### src/hdl/bpa_pkg.sv
// ----------------------------------------------------------------------------
// bpa_pkg
// Shared types and codes for the bitmap page allocator.
// ----------------------------------------------------------------------------
package bpa_pkg;

  localparam int PAGE_W    = 36;  // physical page number width
  localparam int CNT_W     = 13;  // page count register width
  localparam int REQ_W     = 2;
  localparam int STS_W     = 2;
  localparam int CFG_IDX_W = 2;

  // request kinds
  localparam logic [REQ_W-1:0] REQ_ALLOC = 2'd0;
  localparam logic [REQ_W-1:0] REQ_FREE  = 2'd1;
  localparam logic [REQ_W-1:0] REQ_INIT  = 2'd2;

  // result status
  localparam logic [STS_W-1:0] STS_OK      = 2'd0;
  localparam logic [STS_W-1:0] STS_NO_FREE = 2'd1;
  localparam logic [STS_W-1:0] STS_RANGE   = 2'd2;

  // configuration register indexes
  localparam logic [CFG_IDX_W-1:0] CFG_PAGE_CNT   = 2'd0;
  localparam logic [CFG_IDX_W-1:0] CFG_FIRST_PAGE = 2'd1;
  localparam logic [CFG_IDX_W-1:0] CFG_RESERVED   = 2'd2;

  typedef struct packed {
    logic [REQ_W-1:0]  req_type;
    logic [PAGE_W-1:0] page_number;
  } req_t;

  typedef struct packed {
    logic [PAGE_W-1:0] page_number_res;
    logic [STS_W-1:0]  status;
  } res_t;

  typedef enum logic [2:0] {
    S_SWEEP,  // write every bitmap word (reset clear or init)
    S_IDLE,
    S_SCAN,   // allocate: stream words, find lowest clear bit
    S_FLOC,   // free: walk to the word holding the page
    S_FRD,    // free: read that word
    S_FWR,    // free: clear the bit and write back
    S_RESP    // hand result to the output register
  } state_e;

endpackage

### src/hdl/bitmap_page_allocator.sv
// ----------------------------------------------------------------------------
// bitmap_page_allocator
// First-fit page frame allocator over a bitmap held in a synchronous RAM.
// ----------------------------------------------------------------------------
//  channel | direction | handshake                 | word
//  --------+-----------+---------------------------+---------------------------
//  in      | input     | in_valid_i / in_stall_o   | bpa_pkg::req_t
//  out     | output    | out_valid_o / out_stall_i | bpa_pkg::res_t
//  cfg     | input     | cfg_we_i (no wait)        | cfg_idx_i, cfg_data_i
//
//  One request at a time; NW = ceil(MAX_PAGES / WORD_BITS) bitmap words.
//  Allocate: one RAM word read per cycle in the scan.
//  Free: walks the word base to the target word, then reads and writes it.
//  Init: one word written per cycle. Unknown request: plain ok response.
//  After reset all NW RAM words are cleared in a sweep; in_stall_o is high.
//  A finished word sits in the output register; a new request is taken
//  while it waits, and the next result holds until the register frees.
// ----------------------------------------------------------------------------
module bitmap_page_allocator #(
  parameter int MAX_PAGES = 4096,
  parameter int WORD_BITS = 64
) (
  input  logic                          clk_i,
  input  logic                          rst_ni,
  // request channel
  input  logic                          in_valid_i,
  output logic                          in_stall_o,
  input  bpa_pkg::req_t                 in_word_i,
  // result channel
  output logic                          out_valid_o,
  input  logic                          out_stall_i,
  output bpa_pkg::res_t                 out_word_o,
  // configuration writes
  input  logic                          cfg_we_i,
  input  logic [bpa_pkg::CFG_IDX_W-1:0] cfg_idx_i,
  input  logic [bpa_pkg::PAGE_W-1:0]    cfg_data_i
);
  import bpa_pkg::*;

  localparam int NWORDS = (MAX_PAGES + WORD_BITS - 1) / WORD_BITS;
  localparam int AW     = (NWORDS > 1) ? $clog2(NWORDS) : 1;   // RAM address
  localparam int WCNT_W = $clog2(NWORDS + 1);                  // word counter
  localparam int BIT_W  = $clog2(WORD_BITS);                   // bit in word
  localparam int BASE_W = $clog2(MAX_PAGES + WORD_BITS);       // page index
  localparam int CMP_W  = (BASE_W > CNT_W) ? BASE_W : CNT_W;

  // --------------------------------------------------------------------------
  // Configuration registers
  // --------------------------------------------------------------------------
  logic [CNT_W-1:0]  page_cnt_q, reserved_q;
  logic [PAGE_W-1:0] first_page_q;

  always_ff @(posedge clk_i or negedge rst_ni) begin
    if (!rst_ni) begin
      page_cnt_q   <= '0;
      first_page_q <= '0;
      reserved_q   <= '0;
    end else if (cfg_we_i) begin
      unique case (cfg_idx_i)
        CFG_PAGE_CNT:   page_cnt_q   <= cfg_data_i[CNT_W-1:0];
        CFG_FIRST_PAGE: first_page_q <= cfg_data_i;
        CFG_RESERVED:   reserved_q   <= cfg_data_i[CNT_W-1:0];
        default: ;  // writes past the register list are dropped
      endcase
    end
  end

  // counts clamped to the bitmap capacity
  logic [CMP_W-1:0]  num_ext, res_ext;
  logic [BASE_W-1:0] eff_pages, eff_res;

  assign num_ext   = CMP_W'(page_cnt_q);
  assign res_ext   = CMP_W'(reserved_q);
  assign eff_pages = (num_ext > CMP_W'(MAX_PAGES)) ? BASE_W'(MAX_PAGES)
                                                   : num_ext[BASE_W-1:0];
  assign eff_res   = (res_ext > CMP_W'(MAX_PAGES)) ? BASE_W'(MAX_PAGES)
                                                   : res_ext[BASE_W-1:0];

  // --------------------------------------------------------------------------
  // Bitmap RAM: one write port, one read port, registered read data
  // --------------------------------------------------------------------------
  logic [WORD_BITS-1:0] mem [NWORDS];
  logic                 mem_we, mem_re;
  logic [AW-1:0]        mem_waddr, mem_raddr;
  logic [WORD_BITS-1:0] mem_wdata, rdata_q;

  always_ff @(posedge clk_i) begin
    if (mem_we) mem[mem_waddr] <= mem_wdata;
    if (mem_re) rdata_q <= mem[mem_raddr];
  end

  // --------------------------------------------------------------------------
  // Control and datapath registers
  // --------------------------------------------------------------------------
  state_e               state_q, state_d;
  logic                 sweep_q, sweep_d;      // reset clear, no response
  logic [WCNT_W-1:0]    w_q, w_d;              // word walk / issue counter
  logic [BASE_W-1:0]    base_q, base_d;        // w_q * WORD_BITS
  logic [BASE_W-1:0]    lim_q, lim_d;          // page limit or reserve count
  logic [BASE_W-1:0]    idx_q, idx_d;          // page index to free
  logic                 chk_vld_q, chk_vld_d;  // rdata_q holds a scan word
  logic [AW-1:0]        chk_w_q, chk_w_d;
  logic [BASE_W-1:0]    chk_base_q, chk_base_d;
  res_t                 res_q, res_d;
  logic                 out_vld_q, out_vld_d;
  res_t                 out_q, out_d;

  always_ff @(posedge clk_i or negedge rst_ni) begin
    if (!rst_ni) begin
      state_q   <= S_SWEEP;
      sweep_q   <= 1'b1;
      w_q       <= '0;
      base_q    <= '0;
      lim_q     <= '0;
      chk_vld_q <= 1'b0;
      out_vld_q <= 1'b0;
    end else begin
      state_q   <= state_d;
      sweep_q   <= sweep_d;
      w_q       <= w_d;
      base_q    <= base_d;
      lim_q     <= lim_d;
      chk_vld_q <= chk_vld_d;
      out_vld_q <= out_vld_d;
    end
  end

  always_ff @(posedge clk_i) begin
    idx_q      <= idx_d;
    chk_w_q    <= chk_w_d;
    chk_base_q <= chk_base_d;
    res_q      <= res_d;
    out_q      <= out_d;
  end

  // --------------------------------------------------------------------------
  // Shared decode
  // --------------------------------------------------------------------------
  logic                 accept, out_free, last_word, scan_stop;
  logic [BASE_W-1:0]    base_next, scan_idx, sweep_rem;
  logic [PAGE_W-1:0]    free_diff;
  logic                 free_ok;
  logic [BIT_W-1:0]     free_bit;
  logic                 ffz_found;
  logic [BIT_W-1:0]     ffz_idx;
  logic [WORD_BITS-1:0] ffz_onehot;
  logic [WORD_BITS-1:0] sweep_word;

  assign accept    = in_valid_i && (state_q == S_IDLE);
  assign out_free  = !out_vld_q || !out_stall_i;
  assign base_next = base_q + BASE_W'(WORD_BITS);
  assign last_word = (w_q == WCNT_W'(NWORDS - 1));
  // scan ends past the last word or once the word base reaches the limit
  assign scan_stop = (w_q == WCNT_W'(NWORDS)) || (base_q >= lim_q);
  assign scan_idx  = chk_base_q + BASE_W'(ffz_idx);

  // free range check: first_page <= page < first_page + n
  assign free_diff = in_word_i.page_number - first_page_q;
  assign free_ok   = (in_word_i.page_number >= first_page_q) &&
                     (free_diff < PAGE_W'(eff_pages));
  assign free_bit  = BIT_W'(idx_q - base_q);

  // sweep pattern: ones below the reserve count, zeros above
  assign sweep_rem = lim_q - base_q;
  always_comb begin
    if (lim_q >= base_next) begin
      sweep_word = '1;
    end else if (lim_q > base_q) begin
      sweep_word = ~({WORD_BITS{1'b1}} << sweep_rem[BIT_W-1:0]);
    end else begin
      sweep_word = '0;
    end
  end

  bpa_ffz #(
    .WORD_BITS(WORD_BITS)
  ) u_ffz (
    .word_i  (rdata_q),
    .found_o (ffz_found),
    .idx_o   (ffz_idx),
    .onehot_o(ffz_onehot)
  );

  // --------------------------------------------------------------------------
  // Next state
  // --------------------------------------------------------------------------
  always_comb begin
    state_d = state_q;
    unique case (state_q)
      S_SWEEP: begin
        if (last_word) state_d = sweep_q ? S_IDLE : S_RESP;
      end
      S_IDLE: begin
        if (accept) begin
          priority if (in_word_i.req_type == REQ_ALLOC) begin
            state_d = S_SCAN;
          end else if (in_word_i.req_type == REQ_FREE) begin
            state_d = free_ok ? S_FLOC : S_RESP;
          end else if (in_word_i.req_type == REQ_INIT) begin
            state_d = S_SWEEP;
          end else begin
            state_d = S_RESP;
          end
        end
      end
      S_SCAN: begin
        if ((chk_vld_q && ffz_found) || (!chk_vld_q && scan_stop)) state_d = S_RESP;
      end
      S_FLOC: begin
        if (idx_q < base_next) state_d = S_FRD;
      end
      S_FRD:  state_d = S_FWR;
      S_FWR:  state_d = S_RESP;
      S_RESP: begin
        if (out_free) state_d = S_IDLE;
      end
      default: state_d = S_IDLE;
    endcase
  end

  // --------------------------------------------------------------------------
  // Datapath and RAM control
  // --------------------------------------------------------------------------
  always_comb begin
    sweep_d    = sweep_q;
    w_d        = w_q;
    base_d     = base_q;
    lim_d      = lim_q;
    idx_d      = idx_q;
    chk_vld_d  = 1'b0;
    chk_w_d    = chk_w_q;
    chk_base_d = chk_base_q;
    res_d      = res_q;
    out_d      = out_q;
    out_vld_d  = out_vld_q && out_stall_i;
    mem_we     = 1'b0;
    mem_waddr  = w_q[AW-1:0];
    mem_wdata  = sweep_word;
    mem_re     = 1'b0;
    mem_raddr  = w_q[AW-1:0];

    unique case (state_q)
      S_SWEEP: begin
        mem_we = 1'b1;
        w_d    = w_q + WCNT_W'(1);
        base_d = base_next;
        if (last_word) sweep_d = 1'b0;
      end
      S_IDLE: begin
        w_d    = '0;
        base_d = '0;
        res_d  = '{page_number_res: '0, status: STS_OK};
        if (accept) begin
          priority if (in_word_i.req_type == REQ_ALLOC) begin
            lim_d = eff_pages;
          end else if (in_word_i.req_type == REQ_FREE) begin
            idx_d = free_diff[BASE_W-1:0];
            if (!free_ok) res_d.status = STS_RANGE;
          end else if (in_word_i.req_type == REQ_INIT) begin
            lim_d = eff_res;
          end else begin
            lim_d = lim_q;  // unknown request: plain ok response
          end
        end
      end
      S_SCAN: begin
        // issue stage: one read per cycle until the limit
        if (!scan_stop) begin
          mem_re     = 1'b1;
          w_d        = w_q + WCNT_W'(1);
          base_d     = base_next;
          chk_vld_d  = 1'b1;
          chk_w_d    = w_q[AW-1:0];
          chk_base_d = base_q;
        end
        // check stage: word read last cycle
        if (chk_vld_q && ffz_found) begin
          chk_vld_d = 1'b0;
          if (scan_idx < lim_q) begin
            mem_we                = 1'b1;
            mem_waddr             = chk_w_q;
            mem_wdata             = rdata_q | ffz_onehot;
            res_d.page_number_res = first_page_q + PAGE_W'(scan_idx);
          end else begin
            res_d.status = STS_NO_FREE;
          end
        end else if (!chk_vld_q && scan_stop) begin
          res_d.status = STS_NO_FREE;
        end
      end
      S_FLOC: begin
        if (!(idx_q < base_next)) begin
          w_d    = w_q + WCNT_W'(1);
          base_d = base_next;
        end
      end
      S_FRD: begin
        mem_re = 1'b1;
      end
      S_FWR: begin
        mem_we    = 1'b1;
        mem_wdata = rdata_q & ~(WORD_BITS'(1) << free_bit);
      end
      S_RESP: begin
        if (out_free) begin
          out_vld_d = 1'b1;
          out_d     = res_q;
        end
      end
      default: ;
    endcase
  end

  assign in_stall_o  = (state_q != S_IDLE);
  assign out_valid_o = out_vld_q;
  assign out_word_o  = out_q;

endmodule

### src/hdl/bpa_ffz.sv
// ----------------------------------------------------------------------------
// bpa_ffz
// Find first zero: lowest clear bit of one bitmap word.
// ----------------------------------------------------------------------------
module bpa_ffz #(
  parameter int WORD_BITS = 64
) (
  input  logic [WORD_BITS-1:0]         word_i,
  output logic                         found_o,
  output logic [$clog2(WORD_BITS)-1:0] idx_o,
  output logic [WORD_BITS-1:0]         onehot_o
);
  localparam int BIT_W = $clog2(WORD_BITS);

  logic [WORD_BITS-1:0] zeros;

  // isolate lowest set bit of the inverted word
  assign zeros    = ~word_i;
  assign onehot_o = zeros & (~zeros + WORD_BITS'(1));
  assign found_o  = |zeros;

  always_comb begin
    idx_o = '0;
    for (int b = 0; b < WORD_BITS; b++) begin
      if (onehot_o[b]) idx_o = idx_o | BIT_W'(b);
    end
  end

endmodule

### config.mk
export PLATFORM = sky130hd
export DESIGN_NAME = bitmap_page_allocator
export DESIGN_NICKNAME = d
export VERILOG_FILES = /design/src/hdl/bpa_pkg.sv /design/src/hdl/bitmap_page_allocator.sv /design/src/hdl/bpa_ffz.sv
export SDC_FILE = /design/constraint.sdc
export NUM_CORES = 2
export LEC_CHECK = 0
export BUFFER_PORTS_ARGS = -buffer_cell sky130_fd_sc_hd__buf_4
export CAP_MARGIN = 25
export CORE_MARGIN = 2
export CORE_UTILIZATION = 50
export CTS_CLUSTER_DIAMETER = 120
export DETAILED_ROUTE_END_ITERATION = 12
export HOLD_SLACK_MARGIN = 0.1
export PLACE_DENSITY_LB_ADDON = 0.12
export SYNTH_ARGS = -nofsm -noshare
export SYNTH_HDL_FRONTEND = slang
export SYNTH_HIERARCHICAL = 1
export SYNTH_SLANG_ARGS = --single-unit
export TNS_END_PERCENT = 10
### constraint.sdc
create_clock -name clk_i -period 10.25 [get_ports clk_i]
set_input_delay 1.5375 -clock clk_i [delete_from_list [all_inputs] [get_ports clk_i]]
set_output_delay 1.5375 -clock clk_i [all_outputs]
set_load 0.1 [all_outputs]
Word level (Yosys, flattened, before mapping)
Memories as Yosys holds them, arrays and structs flattened. A register that Yosys moved wholly into a read port is not among the register bits.
Index checks and enable logic that the tools add are counted.
{"block": "word_totals", "register_bits": 209, "latchBits": 0, "ramBits": 4096, "romBits": 0, "inputBits": 81, "output_inout_bits": 40, "elab_cells": 302, "n_memories": 1}
{"block": "op_classes", "addsub": 8, "multipliers": 0, "div": 0, "n_lt_le_gt_ge": 9, "n_eq_ne": 31, "shift": 2, "n_mux": 197, "bitwise": 7, "reduce_logical": 30}
{"name": "mem", "depth": 64, "word_bits": 64, "rd": 1, "rd_clocked_by_memory_dff": 1, "write_ports": 1, "line": "bitmap_page_allocator.sv:82", "rtl": "logic [WORD_BITS-1:0] mem [NWORDS];"}
{"op": "2-to-1 mux 64 bit", "count": 8}
{"op": "2-to-1 mux 13 bit", "count": 35}
{"op": "inverter 64 bit", "count": 4}
{"op": "2-to-1 mux 36 bit", "count": 7}
{"op": "2-to-1 mux 6 bit", "count": 40}
{"op": "AND 64 bit", "count": 2}
{"op": "case mux 64 bit (2 select lines)", "count": 1}
{"op": "2-to-1 mux 3 bit", "count": 28}
{"op": "2-to-1 mux 5 bit", "count": 16}
{"op": "2-to-1 mux 38 bit", "count": 2}
{"op": "case mux 38 bit (2 select lines)", "count": 1}
{"op": "adder 64 x 1 -> 64 bit, second input constant", "count": 1}
{"op": "OR 64 bit", "count": 1}
{"op": "OR reduction 64 bit", "count": 1}
{"op": "left shift 1 x 6 -> 64 bit, first input constant", "count": 1}
{"op": "left shift 64 x 6 -> 64 bit, first input constant", "count": 1}
{"op": "case mux 13 bit (4 select lines)", "count": 1}
{"op": "2-to-1 mux 2 bit", "count": 24}
{"op": "adder 36 x 13 -> 36 bit", "count": 1}
{"op": ">= comparator 36 bit", "count": 1}
{"op": "< comparator 36 x 13 -> 1 bit", "count": 1}
{"op": "subtractor 36 bit", "count": 1}
{"op": "2-to-1 mux 4 bit", "count": 8}
{"op": "2-to-1 mux 7 bit", "count": 4}
{"op": "35 further kinds", "count": 94}

Longest topological paths before layout
{"block": "logic_depth", "depth_word": 77, "mapped_depth": 22}

By module
Netlist, hierarchy kept.
{"module": "bitmap_page_allocator", "n_inst": 1, "cells_per_inst": 7532, "area_each_um2": 171087.8, "seq_area_each_um2": 130361.3}
{"module": "bpa_ffz", "n_inst": 1, "cells_per_inst": 244, "area_each_um2": 1397.6, "seq_area_each_um2": 0.0}

Least setup slack after synthesis
Ideal clock, no wire load.
{"block": "synth_path", "path_type": "register -> register", "from": "register rdata_q[25], read port of mem", "to": "memory mem[40][0] (enable)", "setup_time_ns": 0.487, "arrival_time_ns": 6.731, "path_slack_ns": 3.032, "path_stages_with_launch": 21, "period_less_slack_ns": 7.218, "cell_sequence": "edfxtp_1 -> and4_1 -> and3_1 -> nand3_2 -> buf_2 -> buf_1 -> nor3_1 -> nor4_1 -> nand4_1 -> ha_1 -> a21o_1 -> a21o_1 -> a21o_1 -> a21oi_1 -> o21ai_1 -> a21oi_2 -> or2_1 -> buf_2 -> buf_2 -> a41oi_1 -> nor2_1"}
{"element": "start: declaration", "line": "bitmap_page_allocator.sv:85", "rtl": "logic [WORD_BITS-1:0] mem_wdata, rdata_q;"}
{"element": "inverter 64 bit *", "line": "bpa_ffz.sv:18", "rtl": "assign zeros = ~word_i;"}
{"element": "inverter 64 bit *", "line": "bpa_ffz.sv:19", "rtl": "assign onehot_o = zeros & (~zeros + WORD_BITS'(1));"}
{"element": "adder 64 x 1 -> 64 bit *", "line": "bpa_ffz.sv:19"}
{"element": "AND 64 bit *", "line": "bpa_ffz.sv:19"}
{"element": "named net ffz_onehot[31]", "line": "bitmap_page_allocator.sv:146", "rtl": "logic [WORD_BITS-1:0] ffz_onehot;"}
{"element": "2-to-1 mux 5 bit *", "line": "bpa_ffz.sv:25", "rtl": "if (onehot_o[b]) idx_o = idx_o | BIT_W'(b);"}
{"element": "2-to-1 mux 6 bit * (32 in a row)", "line": "bpa_ffz.sv:25"}
{"element": "named net ffz_idx[1]", "line": "bitmap_page_allocator.sv:145", "rtl": "logic [BIT_W-1:0] ffz_idx;"}
{"element": "[... 2 more ...]"}
{"element": "2-to-1 mux 1 bit", "line": "bitmap_page_allocator.sv:279", "rtl": "if (scan_idx < lim_q) begin"}
{"element": "2-to-1 mux 1 bit", "line": "bitmap_page_allocator.sv:277", "rtl": "if (chk_vld_q && ffz_found) begin"}
{"element": "2-to-1 mux 1 bit", "line": "bitmap_page_allocator.sv:242", "rtl": "unique case (state_q)"}
{"element": "2-to-1 mux 1 bit", "line": "bitmap_page_allocator.sv:277"}
{"element": "2-to-1 mux 1 bit", "line": "bitmap_page_allocator.sv:242"}
{"element": "case mux 1 bit (2 select lines)", "line": "bitmap_page_allocator.sv:242"}
{"element": "2-to-1 mux 1 bit", "line": "bitmap_page_allocator.sv:88", "rtl": "if (mem_we) mem[mem_waddr] <= mem_wdata;"}
{"element": "2-to-1 mux 1 bit (implied by the code)", "line": "bitmap_page_allocator.sv:88"}
{"element": "end: declaration", "line": "bitmap_page_allocator.sv:82"}
Mark *: on every way through the listed nets, which the timed path passes. The rest lies on a longest branch. The select of a mux whose other input is x is not followed.

Final worst setup path
{"block": "layout_path", "from": "register rdata_q[13], read port of mem", "to": "memory mem[45][36] (enable)"}
{"element": "inverter 64 bit *", "line": "bpa_ffz.sv:18"}
{"element": "inverter 64 bit *", "line": "bpa_ffz.sv:19"}
{"element": "adder 64 x 1 -> 64 bit *", "line": "bpa_ffz.sv:19"}
{"element": "AND 64 bit *", "line": "bpa_ffz.sv:19"}
{"element": "2-to-1 mux 4 bit (2 in a row)", "line": "bpa_ffz.sv:25"}
{"element": "2-to-1 mux 5 bit (16 in a row)", "line": "bpa_ffz.sv:25"}
{"element": "2-to-1 mux 6 bit (31 in a row)", "line": "bpa_ffz.sv:25"}
{"element": "2-to-1 mux 6 bit *", "line": "bpa_ffz.sv:25"}
{"element": "named net ffz_idx[1]", "line": "bitmap_page_allocator.sv:145"}
{"element": "[... 2 more ...]"}
{"element": "2-to-1 mux 1 bit", "line": "bitmap_page_allocator.sv:279"}
{"element": "2-to-1 mux 1 bit", "line": "bitmap_page_allocator.sv:277"}
{"element": "2-to-1 mux 1 bit", "line": "bitmap_page_allocator.sv:242"}
{"element": "2-to-1 mux 1 bit", "line": "bitmap_page_allocator.sv:277"}
{"element": "2-to-1 mux 1 bit", "line": "bitmap_page_allocator.sv:242"}
{"element": "case mux 1 bit (2 select lines)", "line": "bitmap_page_allocator.sv:242"}
{"element": "2-to-1 mux 1 bit", "line": "bitmap_page_allocator.sv:88"}
{"element": "2-to-1 mux 1 bit (implied by the code)", "line": "bitmap_page_allocator.sv:88"}
Marks and branches as above.

==> flow_summary.yaml <==
sta:
  setup_violations: 0
  drv_slew: 0
  skew_ns: 0.0655
  rsz0062_at_grt: "no"
  post-route-period-util: 0.808
  holdWs_ns: 0.417
  relSlewSlack: 0.192
  finalHoldViolCount: 0
  period_needed_ns: 8.28
  fmax_mhz: 121
  timing.setup.tns_ns: 0
  worstMarginPinSlew_ns: 1.21
power_and_ir_drop:
  leakage_nw: 60.0
  ir_drop_uv: 308
  power_density_mw_per_mm2: 320
route:
  num_vias: 85200
  wirelength_um: 479000
  firstDrtPassIters: 8
  via_per_inst: 6.46
  first_iter_violations: 11400
  postRouteAntennaNets: 0
  wl_per_cell_um: 36.4
  drc_errors: 0
floorplanning:
  start_util: 0.503
  die_area_mm2: 0.350
  die-height_um: 591
  die_w_um: 591
  ios: 121
  coreArea_mm2: 0.343
  rows: 215
cts:
  insertion_delay_ns: 1.01
  clkTransAtPathRegs_ns: 0.06
  clk_path_buf_depth: 4
  clock_sinks: 4357
  cts_buffers: 443
  cts_tree: "yes"
  holdBufCountCts: 0
  cts_resized: 0
  cts-root-buf: "clkbuf_16"
  htreeDepth: 5
  postCtsSetupBuffers: 0
worst_setup_path:
  cp-start-kind: "flop"
  required_ns: 10.87
  worstPathMaxFanout: 55
  r2r.worst_path.cells: 18
  crit_path_end_kind: "flop"
  reg2reg_slack_ns: 1.97
  r2r-start: "rdata_q[13]"
  crit_family: "simple AND/OR/NAND/NOR gates"
  cp.arrival_ns: 8.90
  cpPeakStageDelay_ns: 1.05
  path_buf_inv: 1
  path_common_cell: "a21o_1"
  critPathKind: "reg -> reg"
  crit_chain: "nand3_1 > nor3_1 > nand3_2 > or2_1 > a211oi_1 > nor4_1 > nand4_1 > ha_1 > a21o_1 > a21o_1 > a21o_1 > a21oi_1 > o21ai_1 > a21oi_2 > or2_4 > a41oi_2 > nor2_4 > buf_4"
  timing.rr.end: "mem[45][36]"
  crit_path_top_delay_cell: "nor2_4"
synthesis:
  synth_area_per_cell_um2: 22.2
  synth_area_leaders: "edfxtp_1 (74%), mux4_2 (18%), dfrtp_1 (1.4%), ha_1 (0.73%), clkbuf_1 (0.58%)"
  ys.flop_type: "edfxtp_1"
  synth-seq-cells: 4357
  synth_top_area_share: 0.742
  yosys-top-cells-count: "edfxtp_1 (4,262), mux4_2 (1,344), clkbuf_1 (267)"
  synth_edf_count: 4262
  post-synth-top-count-cell: "edfxtp_1"
  yosysWarnings: 6
  yosysSeqAreaShare: 0.756
  postSynth.asyncResetShare: 0.0218
  yosys.area.top_type: "edfxtp_1"
  synth_cells: 7776
  netlist_area_mm2: 0.172
  ys_types: 101
placement:
  port_buffers: 120
  dpl.hpwl_um: 285000
  post_dp_cell_area_mm2: 0.181
  place.gp.congestion: 0.906
worst_hold_path:
  min_path_type: "reg -> reg"
  min_from: "res_q[14]"
  whs_path_depth: 0
  min_delay_worst_endpoint: "out_word_o[14]"
global_route:
  antenna_found_initial: 34
  grt_pass1_vias: 84500
  track_usage: 0.276
  grt_pass1_wl_um: 671000
  gr-total-overflow: 0
  grt_max_degree: 142
finish:
  syn2layout_area_growth_pct: 13.2
  finalInstanceArea_mm2: 0.195
  nets: 8413
  drive_gt1_frac: 0.298
job:
  drv_cap: 0
outcome:
  status: "finished clean"
-- cell families (layout without fill, tap and decap cells) --
family / count (synthesis) / after routing / synth area share
buffers and inverters: 514 / 1349 / 0.0117
muxes: 1413 / 1413 / 0.180
adders and majority gates: 103 / 103 / 0.00756
other: 2 / 13 / 0.0000435
AOI/OAI and AO/OA: 506 / 506 / 0.0184
DFF: 4357 / 4357 / 0.756
xor gates and xnor gates: 62 / 62 / 0.00315
and+or+nand+nor: 819 / 819 / 0.0234
-- worst max path at each step --
stage                 from  cells past startpoint          end  slack, ns
2_1_floorplan  rdata_q[25]                     20   mem[40][0]       3.03
5_1_grt        rdata_q[13]                     18  mem[40][12]       1.69
4_1_cts        rdata_q[13]                     18  mem[44][15]       2.13
3_5_place_dp   rdata_q[13]                     18  mem[44][54]       2.16
3_3_place_gp   rdata_q[13]                     18  mem[46][40]       2.07
6_report       rdata_q[13]                     18  mem[45][36]       1.97
-- state kept, by name (all words and copies together) (netlist names), 3 cells and up --
register      count
mem            4096
rdata_q          64
out_word_o       38
res_q            38
first_page_q     36
idx_q            13
lim_q            13
num_ext          13
res_ext          13
base_q            7
chk_base_q        7
w_q               7
chk_w_q           6
state_q           3
-- cell usage in the layout (no fill, tap or decap), types with 67 or more instances in the layout --
cell | netlist | final
o21ai_0 | 116 | 116
nor2_1 | 232 | 168
inv_1 | 101 | 101
ha_1 | 101 | 101
nand2_1 | 206 | 205
clkbuf_16 | 0 | 449
clkinv_2 | 0 | 85
clkbuf_1 | 267 | 105
nor3_1 | 69 | 68
dfrtp_1 | 94 | 88
a21oi_1 | 174 | 172
edfxtp_1 | 4262 | 4262
nand4_1 | 67 | 67
clkinv_1 | 1 | 124
buf_4 | 2 | 350
mux4_2 | 1344 | 1344
-- power by group --
| group | leakage (nW) | switching [mW] | internal (mW) |
|---|---|---|---|
| logic | 14.3 | 13.9 | 6.43 |
| clock network | 6.76 | 6.74 | 8.72 |
| registers | 39.0 | 0.617 | 26.1 |
| total | 60.0 | 21.3 | 41.3 |
-- metal layers --
metal / vias up / wire [µm] / global-route usage
li1: 34000 / - / -
met1: 46500 / 197000 / 0.405
met5: - / 46 / 0
met2: 4005 / 227000 / 0.433
met4: 6 / 13300 / 0.0692
met3: 689 / 41900 / 0.0510
-- final cells by class --
| cell class | count | area (µm²) |
|---|---|---|
| clock buffer | 554 | 11600 |
| fill | 25100 | 148000 |
| antenna | 9 | 22.5 |
| tap | 4557 | 5700 |
| timing repair buffer | 418 | 3920 |
| sequential | 4357 | 130000 |
| clock inverter | 275 | 2230 |
| multi-input combinational | 2907 | 40900 |
| inverter | 102 | 383 |
-- through the flow --
step / power, mW / utilization / cells / setup slack (ns)
final: 62.5 / 0.569 / 13200 / 1.97
after global routing: 64.7 / 0.569 / 13200 / 1.69
after CTS: 63.0 / 0.568 / 13200 / 2.13
after detailed placement: 47.6 / 0.528 / 12300 / 2.16
after global placement: 47.1 / 0.527 / 12300 / 2.07
after floorplan: 38.9 / - / 7778 / 3.03
-- worst register-to-register path, stage by stage (launching register included) --
cell,delay [ns]
edfxtp_1,0.52
nand3_1,0.14
nor3_1,0.62
nand3_2,0.65
or2_1,0.56
a211oi_1,0.46
nor4_1,0.16
nand4_1,0.29
ha_1,0.30
a21o_1,0.17
a21o_1,0.17
a21o_1,0.18
a21oi_1,0.17
o21ai_1,0.13
a21oi_2,0.51
or2_4,0.68
a41oi_2,0.63
nor2_4,1.05
buf_4,0.48
Power figures use the tool's default switching activity.
